### src/hw/rtl/bmhc_pkg.sv
// shared types and constants for the byte move-halfway cache
// no dependencies

package bmhc_pkg;

  // miss inserts land at this position once the list holds enough entries
  localparam int unsigned INSERT_LIMIT = 2;

  typedef enum logic [1:0] {
    ST_IDLE,
    ST_SEARCH,
    ST_UPDATE
  } state_t;

  // per-cell control from the sequencer
  typedef struct packed {
    logic search;  // capture first-match flag
    logic load;    // take the request byte
    logic shift;   // take the left neighbor's entry
  } cell_ctrl_t;

endpackage

### src/hw/rtl/bmhc_cell.sv
// one list cell: holds an entry, joins the first-match chain, shifts right
// depends on bmhc_pkg

module bmhc_cell (
  input  logic                  clk,
  input  logic                  rst,
  input  logic [7:0]            value,
  input  logic [7:0]            left_entry,
  input  logic                  occupied,
  input  logic                  found_in,
  input  bmhc_pkg::cell_ctrl_t  ctrl,
  output logic [7:0]            entry,
  output logic                  found_out,
  output logic                  first
);
  import bmhc_pkg::*;

  logic match;

  assign match     = occupied && (entry == value);
  assign found_out = found_in || match;

  always_ff @(posedge clk) begin
    if (ctrl.load) begin
      entry <= value;
    end else if (ctrl.shift) begin
      entry <= left_entry;
    end
  end

  always_ff @(posedge clk) begin
    if (rst) begin
      first <= 1'b0;
    end else if (ctrl.search) begin
      first <= match && !found_in;
    end
  end

endmodule

### src/hw/rtl/byte_move_halfway_cache_top.sv
// top level of the byte move-halfway cache: sequencer and a row of list cells
// depends on bmhc_pkg and bmhc_cell
//
//   channel   signals                           direction
//   request   req_valid, req_stall, value       into the block
//   result    res_valid, res_stall, hit,        out of the block
//             match_position
//
// each request is handled in order: accept, search along the cell chain, update
// the list and load the result register; the next request is accepted in the
// cycle after the update. the first-match chain through all CAPACITY cells
// sets the search cycle. rst is synchronous and empties the list at once.
// a waiting result holds the block in its update cycle until it is taken;
// a new request may be taken while the last result waits.

module byte_move_halfway_cache_top #(
  parameter int unsigned CAPACITY = 7
) (
  input  logic       clk,
  input  logic       rst,
  input  logic       req_valid,
  output logic       req_stall,
  input  logic [7:0] value,
  output logic       res_valid,
  input  logic       res_stall,
  output logic       hit,
  output logic [2:0] match_position
);
  import bmhc_pkg::*;

  localparam int unsigned PW = $clog2(CAPACITY);
  localparam int unsigned FW = $clog2(CAPACITY + 1);

  state_t state;
  state_t state_next;

  logic [7:0]    req_byte;
  logic [FW-1:0] fill_count;

  // cell row signals
  logic [7:0]       entry   [CAPACITY];
  logic [CAPACITY:0] found;
  logic [CAPACITY-1:0] first;
  cell_ctrl_t       ctrl    [CAPACITY];

  logic          accept;
  logic          res_free;
  logic          do_update;
  logic          found_any;
  logic [PW-1:0] pos;
  logic [PW-1:0] target;
  logic [PW-1:0] upper;
  logic [PW-1:0] ins;
  logic          full;

  assign accept    = req_valid && !req_stall;
  assign res_free  = !res_valid || !res_stall;
  assign do_update = (state == ST_UPDATE) && res_free;
  assign found[0]  = 1'b0;
  assign full      = (fill_count == FW'(CAPACITY));

  // flags are one-hot after search, so an or of indexes gives the position
  always_comb begin
    found_any = |first;
    pos       = '0;
    for (int i = 0; i < CAPACITY; i++) begin
      if (first[i]) begin
        pos = pos | PW'(i);
      end
    end
  end

  // hit: move to half the position; miss: insert at min(2, fill)
  always_comb begin
    if (fill_count <= FW'(INSERT_LIMIT)) begin
      ins = PW'(fill_count);
    end else begin
      ins = PW'(INSERT_LIMIT);
    end
    if (found_any) begin
      target = pos >> 1;
      upper  = pos;
    end else begin
      target = ins;
      upper  = full ? PW'(CAPACITY - 1) : PW'(fill_count);
    end
  end

  genvar g;
  generate
    for (g = 0; g < CAPACITY; g++) begin : g_cell
      logic [7:0] left;
      if (g == 0) begin : g_head
        assign left = req_byte;
      end else begin : g_body
        assign left = entry[g-1];
      end

      always_comb begin
        ctrl[g].search = (state == ST_SEARCH);
        ctrl[g].load   = do_update && (PW'(g) == target);
        ctrl[g].shift  = do_update && (PW'(g) > target) && (PW'(g) <= upper);
      end

      bmhc_cell u_cell (
        .clk        (clk),
        .rst        (rst),
        .value      (req_byte),
        .left_entry (left),
        .occupied   (FW'(g) < fill_count),
        .found_in   (found[g]),
        .ctrl       (ctrl[g]),
        .entry      (entry[g]),
        .found_out  (found[g+1]),
        .first      (first[g])
      );
    end
  endgenerate

  // sequencer
  always_ff @(posedge clk) begin
    if (rst) begin
      state <= ST_IDLE;
    end else begin
      state <= state_next;
    end
  end

  always_comb begin
    state_next = state;
    req_stall  = 1'b1;
    case (state)
      ST_IDLE: begin
        req_stall = 1'b0;
        if (req_valid) begin
          state_next = ST_SEARCH;
        end
      end
      ST_SEARCH: begin
        state_next = ST_UPDATE;
      end
      ST_UPDATE: begin
        if (res_free) begin
          state_next = ST_IDLE;
        end
      end
      default: begin
        state_next = ST_IDLE;
      end
    endcase
  end

  // request byte capture
  always_ff @(posedge clk) begin
    if (accept) begin
      req_byte <= value;
    end
  end

  // fill count grows on a miss until the list is full
  always_ff @(posedge clk) begin
    if (rst) begin
      fill_count <= '0;
    end else if (do_update && !found_any && !full) begin
      fill_count <= fill_count + FW'(1);
    end
  end

  // result register, parts the list from the result side
  always_ff @(posedge clk) begin
    if (rst) begin
      res_valid <= 1'b0;
    end else if (do_update) begin
      res_valid <= 1'b1;
    end else if (!res_stall) begin
      res_valid <= 1'b0;
    end
  end

  always_ff @(posedge clk) begin
    if (do_update) begin
      hit            <= found_any;
      match_position <= found_any ? 3'(pos) : 3'd0;
    end
  end

endmodule
### config.mk
export PLATFORM = sky130hd
export DESIGN_NAME = byte_move_halfway_cache_top
export DESIGN_NICKNAME = d
export VERILOG_FILES = /design/src/hw/rtl/bmhc_pkg.sv /design/src/hw/rtl/bmhc_cell.sv /design/src/hw/rtl/byte_move_halfway_cache_top.sv
export SDC_FILE = /design/constraint.sdc
export NUM_CORES = 1
export LEC_CHECK = 0
export ABC_CLOCK_PERIOD_IN_PS = 4780
export BUFFER_PORTS_ARGS = -buffer_cell sky130_fd_sc_hd__buf_2
export CORE_ASPECT_RATIO = 0.6
export CORE_MARGIN = 2
export CORE_UTILIZATION = 57
export CTS_BUF_LIST = sky130_fd_sc_hd__clkbuf_4 sky130_fd_sc_hd__clkbuf_8
export DETAILED_ROUTE_END_ITERATION = 10
export PLACE_DENSITY = 0.74
export RECOVER_POWER = 100
export SYNTH_ARGS = -nofsm -noshare
export SYNTH_HDL_FRONTEND = slang
export SYNTH_SLANG_ARGS = --single-unit
### constraint.sdc
create_clock -name clk -period 4.78 [get_ports clk]
set_input_delay 0.956 -clock clk [delete_from_list [all_inputs] [get_ports clk]]
set_output_delay 0.956 -clock clk [all_outputs]
set_load 0.1 [all_outputs]
# Word level (Yosys, flattened, before mapping)
# Cells that the tools add are included.
# totals
reg_bits	81
inputBits	12
elab_cells	157
# op_classes
n_addsub	1
n_lt_le_gt_ge	22
eq_ne	19
muxes	30
n_reduce_logical	65
# op_table
cell	count
$mux W8	14
$eq A8 B8 Y1	7
$logic_and A1 B1 Y1	38
$mux W3	7
$reduce_bool A2 Y1	7
$logic_not A1 Y1	10
$eq A3 B3 Y1 const A	3
$gt A3 B3 Y1 const A	3
$le A3 B3 Y1 const A	3
$lt A3 B3 Y1 const A	3
$mux W2	4
$reduce_or A7 Y1	1
$eq A2 B3 Y1 const A	2
$gt A1 B3 Y1 const A	2
$gt A2 B3 Y1 const A	2
$le A1 B3 Y1 const A	2
$le A2 B3 Y1 const A	2
$logic_or A1 B1 Y1	6
$lt A1 B3 Y1 const A	2
$lt A2 B3 Y1 const A	2
$pmux W2 S3	1
$mux W1	4
$ne A2 B2 Y1 const B	2
$add A3 B1 Y3 const B	1
9 further kinds	9

# Logic depth before layout (Yosys ltp)
# Gate-level depths: netlist of run 1.
# depth
ltp_word	12
depth_mapped	7

# Cells and area by module
# A second synthesis of run 1 with hierarchy kept.
# hier_totals
hier_cells	335
area_unflattened_um2	4332.9
# modules_own_cells
mod	instances	cells_per_inst	area_per_inst_um2
bmhc_cell	7	35	485.5
byte_move_halfway_cache_top	1	90	934.6

# Worst setup path after synthesis of run 1
# No wires, ideal clock.
# synth_timing
path_type	register -> register
from	register res_valid
to	register g_cell[1].u_cell.entry[0], data pin
setup_time_ns	0.262
arrival_time_ns	2.051
required_ns	4.518
slack_ns	2.467
path_stages_with_launch	8
synth_period_minus_slack_ns	2.313
path_cell_list	dfxtp_1 > nand2_1 > nand2_1 > inv_1 > nand2_1 > and2b_1 > buf_4 > mux2_1
# synth_between
elab_chain_len	5
# synth_rtl
item	line_no	source
start, declared	byte_move_halfway_cache_top.sv:24	output logic res_valid,
start signal, assigned	byte_move_halfway_cache_top.sv:172	res_valid <= 1'b0;
start signal, assigned	byte_move_halfway_cache_top.sv:174	res_valid <= 1'b1;
start signal, assigned	byte_move_halfway_cache_top.sv:176	res_valid <= 1'b0;
$logic_not A1 Y1	byte_move_halfway_cache_top.sv:57	assign res_free = !res_valid || !res_stall;
$logic_or A1 B1 Y1	byte_move_halfway_cache_top.sv:57	
$logic_and A1 B1 Y1	byte_move_halfway_cache_top.sv:58	assign do_update = (state == ST_UPDATE) && res_free;
net do_update	byte_move_halfway_cache_top.sv:48	logic do_update;
$logic_and A1 B1 Y1	byte_move_halfway_cache_top.sv:101	ctrl[g].load = do_update && (PW'(g) == target);
$mux W8	bmhc_cell.sv:24	if (ctrl.load) begin
end signal, assigned	bmhc_cell.sv:25	entry <= value;
end signal, assigned	bmhc_cell.sv:27	entry <= left_entry;
end, declared	bmhc_cell.sv:12	output logic [7:0] entry,
# The timed path passes the listed nets, and every way through them passes these cells.
# A chain may end at the register's enable or synchronous reset.

# Worst setup path after layout of run 1
# layout_timing
from	register g_cell[6].u_cell.first
to	register g_cell[3].u_cell.entry[5], data pin
# layout_between
elab_chain_len	5
elab_cells_between_ends	6
cone_classes	eq/ne (1); mux (3); reduce/logical (2)
# layout_rtl
item	line_no	source
start, declared	bmhc_cell.sv:14	output logic first
start signal, assigned	bmhc_cell.sv:35	first <= match && !found_in;
$reduce_or A7 Y1	byte_move_halfway_cache_top.sv:64	found_any = |first;
net found_any	byte_move_halfway_cache_top.sv:49	logic found_any;
$mux W3	byte_move_halfway_cache_top.sv:80	if (found_any) begin
$eq A2 B3 Y1	byte_move_halfway_cache_top.sv:101	
$logic_and A1 B1 Y1	byte_move_halfway_cache_top.sv:101	
$mux W8	bmhc_cell.sv:24	
end signal, assigned	bmhc_cell.sv:25	
end signal, assigned	bmhc_cell.sv:27	
end, declared	bmhc_cell.sv:12	
# The timed path passes the listed nets, and every way through them passes these cells.

==> impl_metrics.toml, run 1 <==
[logic_synthesis]
synth_nets = 325
ys_seq_elements = 81
synth_most_common_cell = "edfxtp_1"
ys_seq_area_frac = 0.590
netlist_top_cells_count = "68 x edfxtp_1, 44 x xnor2_1, 25 x clkbuf_1"
synth_warnings = 0
syn_area_mm2 = 0.00390
synthArstFlopShare = 0
synth_flop_cell = "edfxtp_1"
synth_area_leaders = "edfxtp_1 52%, xnor2_1 9.9%, dfxtp_1 6.7%"
syn_area_per_cell_um2 = 12.6
yosys.area.top_type = "edfxtp_1"
synth_edf_count = 68
syn_inst = 310
ys_types = 38
netlist.area_leader.share = 0.523

[flow_run]
max_cap_viol_count = 0

[drt]
routedWlPerCell_um = 17.0
dr.pass1.iters = 5
drt_wl_total_um = 6700
drtIter0Drc = 142
ant_nets = 0
drc = 0
vias = 2154
via_per_inst = 5.48

[cts]
numCtsBuffers = 9
worstSkewPairLatency_ns = 0.35
tritoncts = "built"
cts_hold_buf = 0
cts_sinks = 81
post_cts_buffers = 0
cts.htree.levels = 3
cts_max_path_buffers = 2
root_buffer = "clkbuf_8"
cts.repair.resized = 0
clk_pin_slew_worst_paths_ns = 0.08

[run_status]
status = "completed"

[setup_path]
startpoint_type = "register"
cp_data_arrival_time_ns = 3.42
critPathCaptureType = "register"
critical_path_peak_fanout = 9
cp_data_required_time_ns = 4.87
cp_slowest_cell = "o41ai_1"
crit_type = "reg2reg"
cp_cell_sequence = "nor3_1 -> nand2_1 -> o41ai_1 -> and2_0 -> mux2_1"
max_stage_delay_ns = 0.80

[placement]
io_buffers = 17
gp_congestion = 0.867
place_hpwl_um = 5120

[global_routing]
grt_overflow = 0
grt_pass1_vias = 2065
antenna_found_initial = 0
grt_pass1_wl_um = 10500
grt_max_degree = 14
grt.total_usage = 0.190

[timing]
finalCriticalPeriod_ns = 3.33
slew_violations = 0
clock.fmax_mhz = 301
tightest_slew_ns = 1.20
fin_crit_sh = 0.696
finalSetupTns_ns = 0
fin_skew_ns = 0.00963
timing.slew.headroom = 0.207
rsz0062_at_grt = "false"
hold_ws_ns = 0.468
finalSetupViolCount = 0
hold_viol = 0

[finish]
diodes = 0
drive_gt1_frac = 0.105
nets = 316
areaGrowthSynthToFinish_pct = 4.61

[floorplanning]
die_width_um = 111
start_util = 0.587
coreArea_mm2 = 0.00665
die_height_um = 68.1
die-area_mm2 = 0.00755
rows = 23
ios = 18

[power]
irDropWorstVdd_uv = 225
p_leak_nw = 1.36
power_density_mw_per_mm2 = 344

[worst_hold_path]
hold_path.class = "reg2reg"
[placed cells by master (no fill, tap or decap), drive strengths merged, types with 7 or more instances in the layout]
master  count
buf        10
mux2       24
dfxtp      13
nor2       14
nor3       10
xnor2      44
nand2      18
a21oi      11
nand4       9
clkbuf     18
inv         7
edfxtp     68
nand3       8
xor2       13
[stage by stage]
stage	power, W	util	cells	setup slack, ns	area, µm²
after floorplan	0.000863	-	310	2.47	3910
after global placement	0.000881	0.592	377	2.18	3930
after detailed placement	0.000883	0.592	377	2.05	3930
after CTS	0.00142	0.625	393	2.32	4150
after global routing	0.00146	0.615	393	1.26	4090
final	0.00141	0.615	393	1.45	4090
[critical path: cells and delay by family (launching register included)]
family | cells | cell delay, ns
AOI/OAI and AO/OA | 1 | 0.80
DFF | 1 | 0.36
muxes | 1 | 0.40
and+or+nand+nor | 3 | 1.51
[layout make-up]
cell class / count / area [µm²]
clock buffers: 11 / 139
clock inverters: 5 / 80.1
fillers: 553 / 2560
inverters: 7 / 26.3
multi-input cells: 185 / 1350
flip-flops and latches: 81 / 2300
well taps: 87 / 109
repair buffers: 17 / 76.3
[metal layers]
| layer | part of all wire | GRT usage | up-vias |
|---|---|---|---|
| met2 | 0.46 | 0.306 | 59 |
| met1 | 0.47 | 0.251 | 1041 |
| met4 | 0.0094 | 0.0797 | 0 |
| met3 | 0.058 | 0.0487 | 5 |
| met5 | 0 | 0 | - |
| li1 | - | - | 1049 |
[worst paths after layout]
| kind | from | to | slack [ns] | cells past startpoint |
|---|---|---|---|---|
| worst max-delay path | g_cell[6].u_cell.first | g_cell[3].u_cell.entry[5] | 1.45 | 5 |
| worst min-delay path | g_cell[4].u_cell.first | g_cell[4].u_cell.first | 0.47 | 2 |
| worst max register to register | g_cell[6].u_cell.first | g_cell[3].u_cell.entry[5] | 1.45 | 5 |
| worst min register to register | g_cell[4].u_cell.first | g_cell[4].u_cell.first | 0.47 | 2 |
[sequential cells by signal, indices dropped and copies added (netlist names)]
signal,count
hit,1
match_position,3
g_cell.left,8
g_cell.u_cell.first,7
state,2
fill_count,3
g_cell.u_cell.entry,56
res_valid,1
[cells by family after synthesis]
| family | count (synthesis) | synth area share |
|---|---|---|
| flops | 81 | 0.590 |
| simple gates | 80 | 0.111 |
| xor+xnor | 57 | 0.128 |
| buf+inv | 44 | 0.0490 |
| mux | 25 | 0.0795 |
| compound gates | 20 | 0.0333 |
| fa+ha+maj | 3 | 0.00961 |
[report_power, final]
part / internal, W / switching (W) / leakage, nW
combinational: 0.0000298 / 0.0000411 / 0.533
clock: 0.000305 / 0.000236 / 0.106
sequential: 0.000769 / 0.0000249 / 0.723
Power figures use the tool's default switching activity.
==> run 2, diff against run 1 <==
--- a/config.mk
+++ b/config.mk
@@ -5,7 +5,8 @@
 export SDC_FILE = /design/constraint.sdc
 export NUM_CORES = 1
 export LEC_CHECK = 0
-export ABC_CLOCK_PERIOD_IN_PS = 4780
+export ABC_AREA = 1
+export ABC_CLOCK_PERIOD_IN_PS = 3100
 export BUFFER_PORTS_ARGS = -buffer_cell sky130_fd_sc_hd__buf_2
 export CORE_ASPECT_RATIO = 0.6
 export CORE_MARGIN = 2
==> constraint.sdc (replaced) <==
create_clock -name clk -period 3.1 [get_ports clk]
set_input_delay 0.62 -clock clk [delete_from_list [all_inputs] [get_ports clk]]
set_output_delay 0.62 -clock clk [all_outputs]
set_load 0.1 [all_outputs]
==> run 2 against run 1 <==
Compared with the run above: hold slack worse by 0.038 ns; sequential share of layout area down 3.2 points; final cell count up 40%; highest routed layer unchanged; wire length up 24%; synthesized cell count up 48%; sequential power up 54%; design area up 6.0%; sequential cell count unchanged.
==> impl_metrics.toml, run 2 <==
[setup_path]
cp_slowest_cell = "nor2_1"
cp_num_buf_inv = 3
critPathCaptureType = "register"
cp_top_family = "compound AO/OA/AOI/OAI gates"
critical_path_peak_fanout = 13
crit_type = "reg2reg"
cp_cell_sequence = "inv_1 -> ha_1 -> o21ai_0 -> o21ai_4 -> nor2_1 -> inv_1 -> o21ai_0 -> buf_4"
max_stage_delay_ns = 0.52
cp_data_required_time_ns = 3.17
startpoint_type = "register"
cp_data_arrival_time_ns = 2.62

[floorplanning]
rows = 24
coreArea_mm2 = 0.00715
start_util = 0.580
die_height_um = 70.0
die_width_um = 114
ios = 18
die-area_mm2 = 0.00799

[finish]
drive_gt1_frac = 0.0935
final_common_cell = "nand2_1"
regMostFlops = "g_cell.u_cell.entry"
nets = 470
largest_register_ffs = 56
final_cell_mix = "118 x nand2_1, 68 x edfxtp_1, 45 x nor2_1"
diodes = 0
fillers = 611
areaGrowthSynthToFinish_pct = 4.50

[power]
total_power_w = 0.00213
irDropWorstVdd_uv = 386
p_leak_nw = 1.73
power_density_mw_per_mm2 = 491

[timing]
rsz0062_at_grt = "false"
hold_viol = 0
fin_crit_sh = 0.820
finalSetupTns_ns = 0
fin_skew_ns = 0.00597
clock.fmax_mhz = 393
timing.slew.headroom = 0.227
finalCriticalPeriod_ns = 2.54
tightest_slew_ns = 1.16
slew_violations = 0
finalSetupViolCount = 0

[placement]
place_hpwl_um = 6410
gp_congestion = 0.964
io_buffers = 17

[logic_synthesis]
ys_seq_area_frac = 0.556
ys_seq_elements = 81
synth_most_common_cell = "nand2_1"
synth_flop_cell = "edfxtp_1"
yosys.area.top_type = "edfxtp_1"
synthArstFlopShare = 0
syn_area_mm2 = 0.00414
synth_area_leaders = "edfxtp_1 49%, nand2_1 11%, dfxtp_1 6.3%"
syn_inst = 459
netlist.area_leader.share = 0.493
synth_edf_count = 68
netlist_top_cells_count = "116 x nand2_1, 68 x edfxtp_1, 42 x nor2_1"
synth_warnings = 0
synth_nets = 474
syn_area_per_cell_um2 = 9.03
ys_types = 32

[drt]
via_per_inst = 5.31
drtIter0Drc = 242
ant_nets = 0
vias = 2925
drc = 0
routedWlPerCell_um = 15.0
dr.pass1.iters = 5
drt_wl_total_um = 8280

[global_routing]
grt_overflow = 0
grt.total_usage = 0.224
antenna_found_initial = 0
grt_pass1_wl_um = 13100
grt_pass1_vias = 2679
grt_max_degree = 18

[flow_run]
max_cap_viol_count = 0

[cts]
post_cts_buffers = 0
numCtsBuffers = 9
tritoncts = "built"
clk_pin_slew_worst_paths_ns = 0.08
cts_max_path_buffers = 2
worstSkewPairLatency_ns = 0.36
cts_hold_buf = 0
root_buffer = "clkbuf_8"
cts_sinks = 81
cts.htree.levels = 3
cts.repair.resized = 0

[worst_hold_path]
hold_path.class = "in2reg"

[run_status]
status = "completed"
run 2: cell types whose count changed after synthesis, sizes merged, moves of 5 or more:
cell	previous run	this run
a21oi	11	18
inv	7	46
mux2	24	0
nand2	18	120
nand3	8	19
nor2	14	45
nor4	5	0
o21ai	5	38
or2	3	8
xnor2	44	18
xor2	13	7
run 2: per-stage QoR:
stage | std cells | setup slack, ns | hold slack (ns) | area, µm² | utilization
final | 551 | 0.558 | 0.431 | 4330 | 0.606
after global routing | 551 | 0.366 | 0.410 | 4330 | 0.606
after CTS | 551 | 0.906 | 0.413 | 4400 | 0.615
after detailed placement | 535 | 0.750 | 0.455 | 4210 | 0.588
after global placement | 535 | 0.814 | 0.449 | 4210 | 0.588
after floorplan | 459 | 0.851 | 0.421 | 4140 | -
run 2: logic make-up after synthesis:
| kind of cell | after synthesis | share of synthesized area |
|---|---|---|
| flip-flops | 81 | 0.556 |
| adder cells (fa/ha/maj) | 3 | 0.00906 |
| buffers and inverters | 85 | 0.0855 |
| AO/OA/AOI/OAI | 59 | 0.0837 |
| AND/OR/NAND/NOR | 206 | 0.213 |
| XOR/XNOR | 25 | 0.0529 |
run 2: worst paths after layout:
kind	start	end	slack (ns)	cells after the start
worst max-delay path	fill_count[0]	g_cell[2].u_cell.entry[5]	0.56	8
worst min-delay path	value[0]	g_cell[0].left[0]	0.43	1
worst max register to register	fill_count[0]	g_cell[2].u_cell.entry[5]	0.56	8
worst min register to register	g_cell[4].u_cell.entry[2]	g_cell[5].u_cell.entry[2]	0.47	0
run 2: layer usage:
layer  up-vias  GRT usage  routed length, µm
li1       1469          -                  -
met1      1321      0.332               3770
met2       127      0.298               3400
met3         8     0.0851               1020
met4         0     0.0799                 90
met5         -          0                  0
run 2: area by class of cell:
class | count | area [µm²] | area share
sequential | 81 | 2300 | 0.532
clock inverter | 6 | 58.8 | 0.0136
inverter | 48 | 180 | 0.0416
clock buffer | 10 | 131 | 0.0303
timing repair buffer | 22 | 100 | 0.0231
tap | 91 | 114 | 0.0263
multi-input combinational | 293 | 1440 | 0.333
run 2: power breakdown:
group          internal (W)  switching [W]
Clock              0.000377       0.000376
Combinational     0.0000467       0.000111
Sequential          0.00119      0.0000275
Total               0.00161       0.000514
==> run 3, diff against run 2 <==
--- a/config.mk
+++ b/config.mk
@@ -5,15 +5,15 @@
 export SDC_FILE = /design/constraint.sdc
 export NUM_CORES = 1
 export LEC_CHECK = 0
-export ABC_AREA = 1
-export ABC_CLOCK_PERIOD_IN_PS = 3100
+export ABC_AREA = 0
+export ABC_CLOCK_PERIOD_IN_PS = 2200
 export BUFFER_PORTS_ARGS = -buffer_cell sky130_fd_sc_hd__buf_2
 export CORE_ASPECT_RATIO = 0.6
 export CORE_MARGIN = 2
 export CORE_UTILIZATION = 57
 export CTS_BUF_LIST = sky130_fd_sc_hd__clkbuf_4 sky130_fd_sc_hd__clkbuf_8
 export DETAILED_ROUTE_END_ITERATION = 10
-export PLACE_DENSITY = 0.74
+export PLACE_DENSITY = 0.77
 export RECOVER_POWER = 100
 export SYNTH_ARGS = -nofsm -noshare
 export SYNTH_HDL_FRONTEND = slang
==> constraint.sdc (replaced) <==
create_clock -name clk -period 2.2 [get_ports clk]
set_input_delay 0.44 -clock clk [delete_from_list [all_inputs] [get_ports clk]]
set_output_delay 0.44 -clock clk [all_outputs]
set_load 0.1 [all_outputs]
==> run 3 against run 2 <==
Compared with the run above: clock skew grew 0.0028 ns; fmax grew 19%; largest power group unchanged; power grew 45%; clock-buffer cell count grew 1; die area shrank 5.5%; utilization grew 3.9 points; wire length shrank 20%; sequential power grew 41%; design area shrank 0.98%; clock power grew 58%; final cell count shrank 25%.
==> impl_metrics.toml, run 3 (synthesized netlist as in run 1, its figures left out) <==
[run_status]
status = "completed"

[drt]
drc = 0
via_per_inst = 5.36
routedWlPerCell_um = 16.0
dr.pass1.iters = 4
vias = 2201
drt_wl_total_um = 6590
drtIter0Drc = 120
ant_nets = 0

[floorplanning]
die_width_um = 111
coreArea_mm2 = 0.00665
rows = 23
die-area_mm2 = 0.00755
die_height_um = 68.1
ios = 18
start_util = 0.587

[global_routing]
grt_max_degree = 15
antenna_found_initial = 0
grt.total_usage = 0.193
grt_pass1_wl_um = 10700
grt_overflow = 0
grt_pass1_vias = 2181

[timing]
finalSetupViolCount = 0
fin_skew_ns = 0.00875
rsz0062_at_grt = "false"
hold_viol = 0
tightest_slew_ns = 0.631
clock.fmax_mhz = 468
slew_violations = 0
fin_crit_sh = 0.971
finalCriticalPeriod_ns = 2.14
finalSetupTns_ns = 0
timing.slew.headroom = 0.578

[finish]
drive_gt1_frac = 0.194
largest_register_ffs = 56
final_cell_mix = "68 x edfxtp_1, 44 x xnor2_1, 18 x nand2_1"
nets = 334
regMostFlops = "g_cell.u_cell.entry"
final_common_cell = "edfxtp_1"
areaGrowthSynthToFinish_pct = 9.77
diodes = 0

[setup_path]
worst-r2r-cell-count = 7
startpoint_type = "register"
max_stage_delay_ns = 0.41
cp_data_required_time_ns = 2.28
cp_data_arrival_time_ns = 2.22
critPathCaptureType = "register"
cp_cell_sequence = "inv_1 -> ha_1 -> nor2b_1 -> o41ai_4 -> and2_1 -> buf_12 -> or2_2"
critical_path_peak_fanout = 9
crit_type = "reg2reg"
cp_slowest_cell = "dfxtp_1"

[worst_hold_path]
hold_depth = 1
hold_path.class = "in2reg"

[cts]
cts.htree.levels = 3
tritoncts = "built"
worstSkewPairLatency_ns = 0.35
clk_pin_slew_worst_paths_ns = 0.08
root_buffer = "clkbuf_8"
cts_max_path_buffers = 2
cts_sinks = 81
numCtsBuffers = 9

[power]
p_leak_nw = 1.49
p_int_w = 0.00242
power_frac_seq = 0.559
p_sw_frac = 0.213
p_sw_w = 0.000658
p_comb_frac = 0.055
total_power_w = 0.00308
power_density_mw_per_mm2 = 719
p_clk_frac = 0.386
irDropWorstVdd_uv = 468

[flow_run]
max_cap_viol_count = 0

[placement]
place_hpwl_um = 4990
io_buffers = 17
gp_congestion = 1.02
run 3: cell count changes in the layout (fill, tap and decap cells not counted), moves of 10 or more:
| cell | change |
|---|---|
| xnor2_1 | +26 |
| mux2_1 | +16 |
| nand2_1 | -100 |
| nand3_1 | -10 |
| o21ai_0 | -26 |
| inv_1 | -32 |
| nor2_1 | -31 |
run 3: power groups by stage:
stage / clock, W / combinational, W / sequential [W]
floorplan: 0 / 0.000143 / 0.00173
global placement: 0 / 0.000166 / 0.00175
detailed placement: 0 / 0.000170 / 0.00176
CTS: 0.00122 / 0.000170 / 0.00172
global route: 0.00128 / 0.000185 / 0.00173
finish: 0.00119 / 0.000169 / 0.00172
run 3: layout make-up:
| type | count | area, µm² |
|---|---|---|
| Fill cell | 496 | 2360 |
| Sequential cell | 81 | 2300 |
| Multi-Input combinational cell | 185 | 1420 |
| Timing Repair Buffer | 35 | 205 |
| Clock buffer | 11 | 145 |
| Tap cell | 87 | 109 |
| Clock inverter | 5 | 80.1 |
| Inverter | 7 | 26.3 |
run 3: repair_timing:
item / CTS / global route
setup buffers: 0 / 0
hold buffers: 0 / 0
setup endpoints to repair: 0 / 21
resized for setup: 0 / 4
run 3: worst max-delay path: cells and delay by family, from the launching register on:
family | cells | cell delay, ns
AO/OA/AOI/OAI | 1 | 0.12
adder cells (fa/ha/maj) | 1 | 0.21
buffers and inverters | 2 | 0.29
flip-flops | 1 | 0.41
AND/OR/NAND/NOR | 3 | 0.82
run 3: path summary, 6_finish.rpt:
| check | startpoint | end | slack (ns) |
|---|---|---|---|
| setup / recovery | fill_count[0] | g_cell[3].u_cell.entry[2] | 0.06 |
| hold / removal | value[3] | g_cell[0].left[3] | 0.26 |
| setup reg to reg | fill_count[0] | g_cell[3].u_cell.entry[2] | 0.06 |
| hold reg to reg | g_cell[3].u_cell.entry[6] | g_cell[4].u_cell.entry[6] | 0.46 |
run 3: stage by stage:
step / area (µm²) / cells / util / setup slack, ns / hold slack [ns]
4_1_cts: 4310 / 411 / 0.648 / 0.0352 / 0.241
6_report: 4290 / 411 / 0.645 / 0.0645 / 0.259
5_1_grt: 4290 / 411 / 0.645 / 0.00363 / 0.237
3_5_place_dp: 4080 / 395 / 0.614 / 0.0565 / 0.455
3_3_place_gp: 4080 / 395 / 0.614 / 0.121 / 0.453
2_1_floorplan: 3910 / 310 / - / 0.193 / 0.421
run 3: routing by layer:
layer | track usage | wire length (µm)
met1 | 0.258 | 3240
met2 | 0.301 | 2880
met3 | 0.0664 | 440
met4 | 0.0672 | 35
met5 | 0 | 0
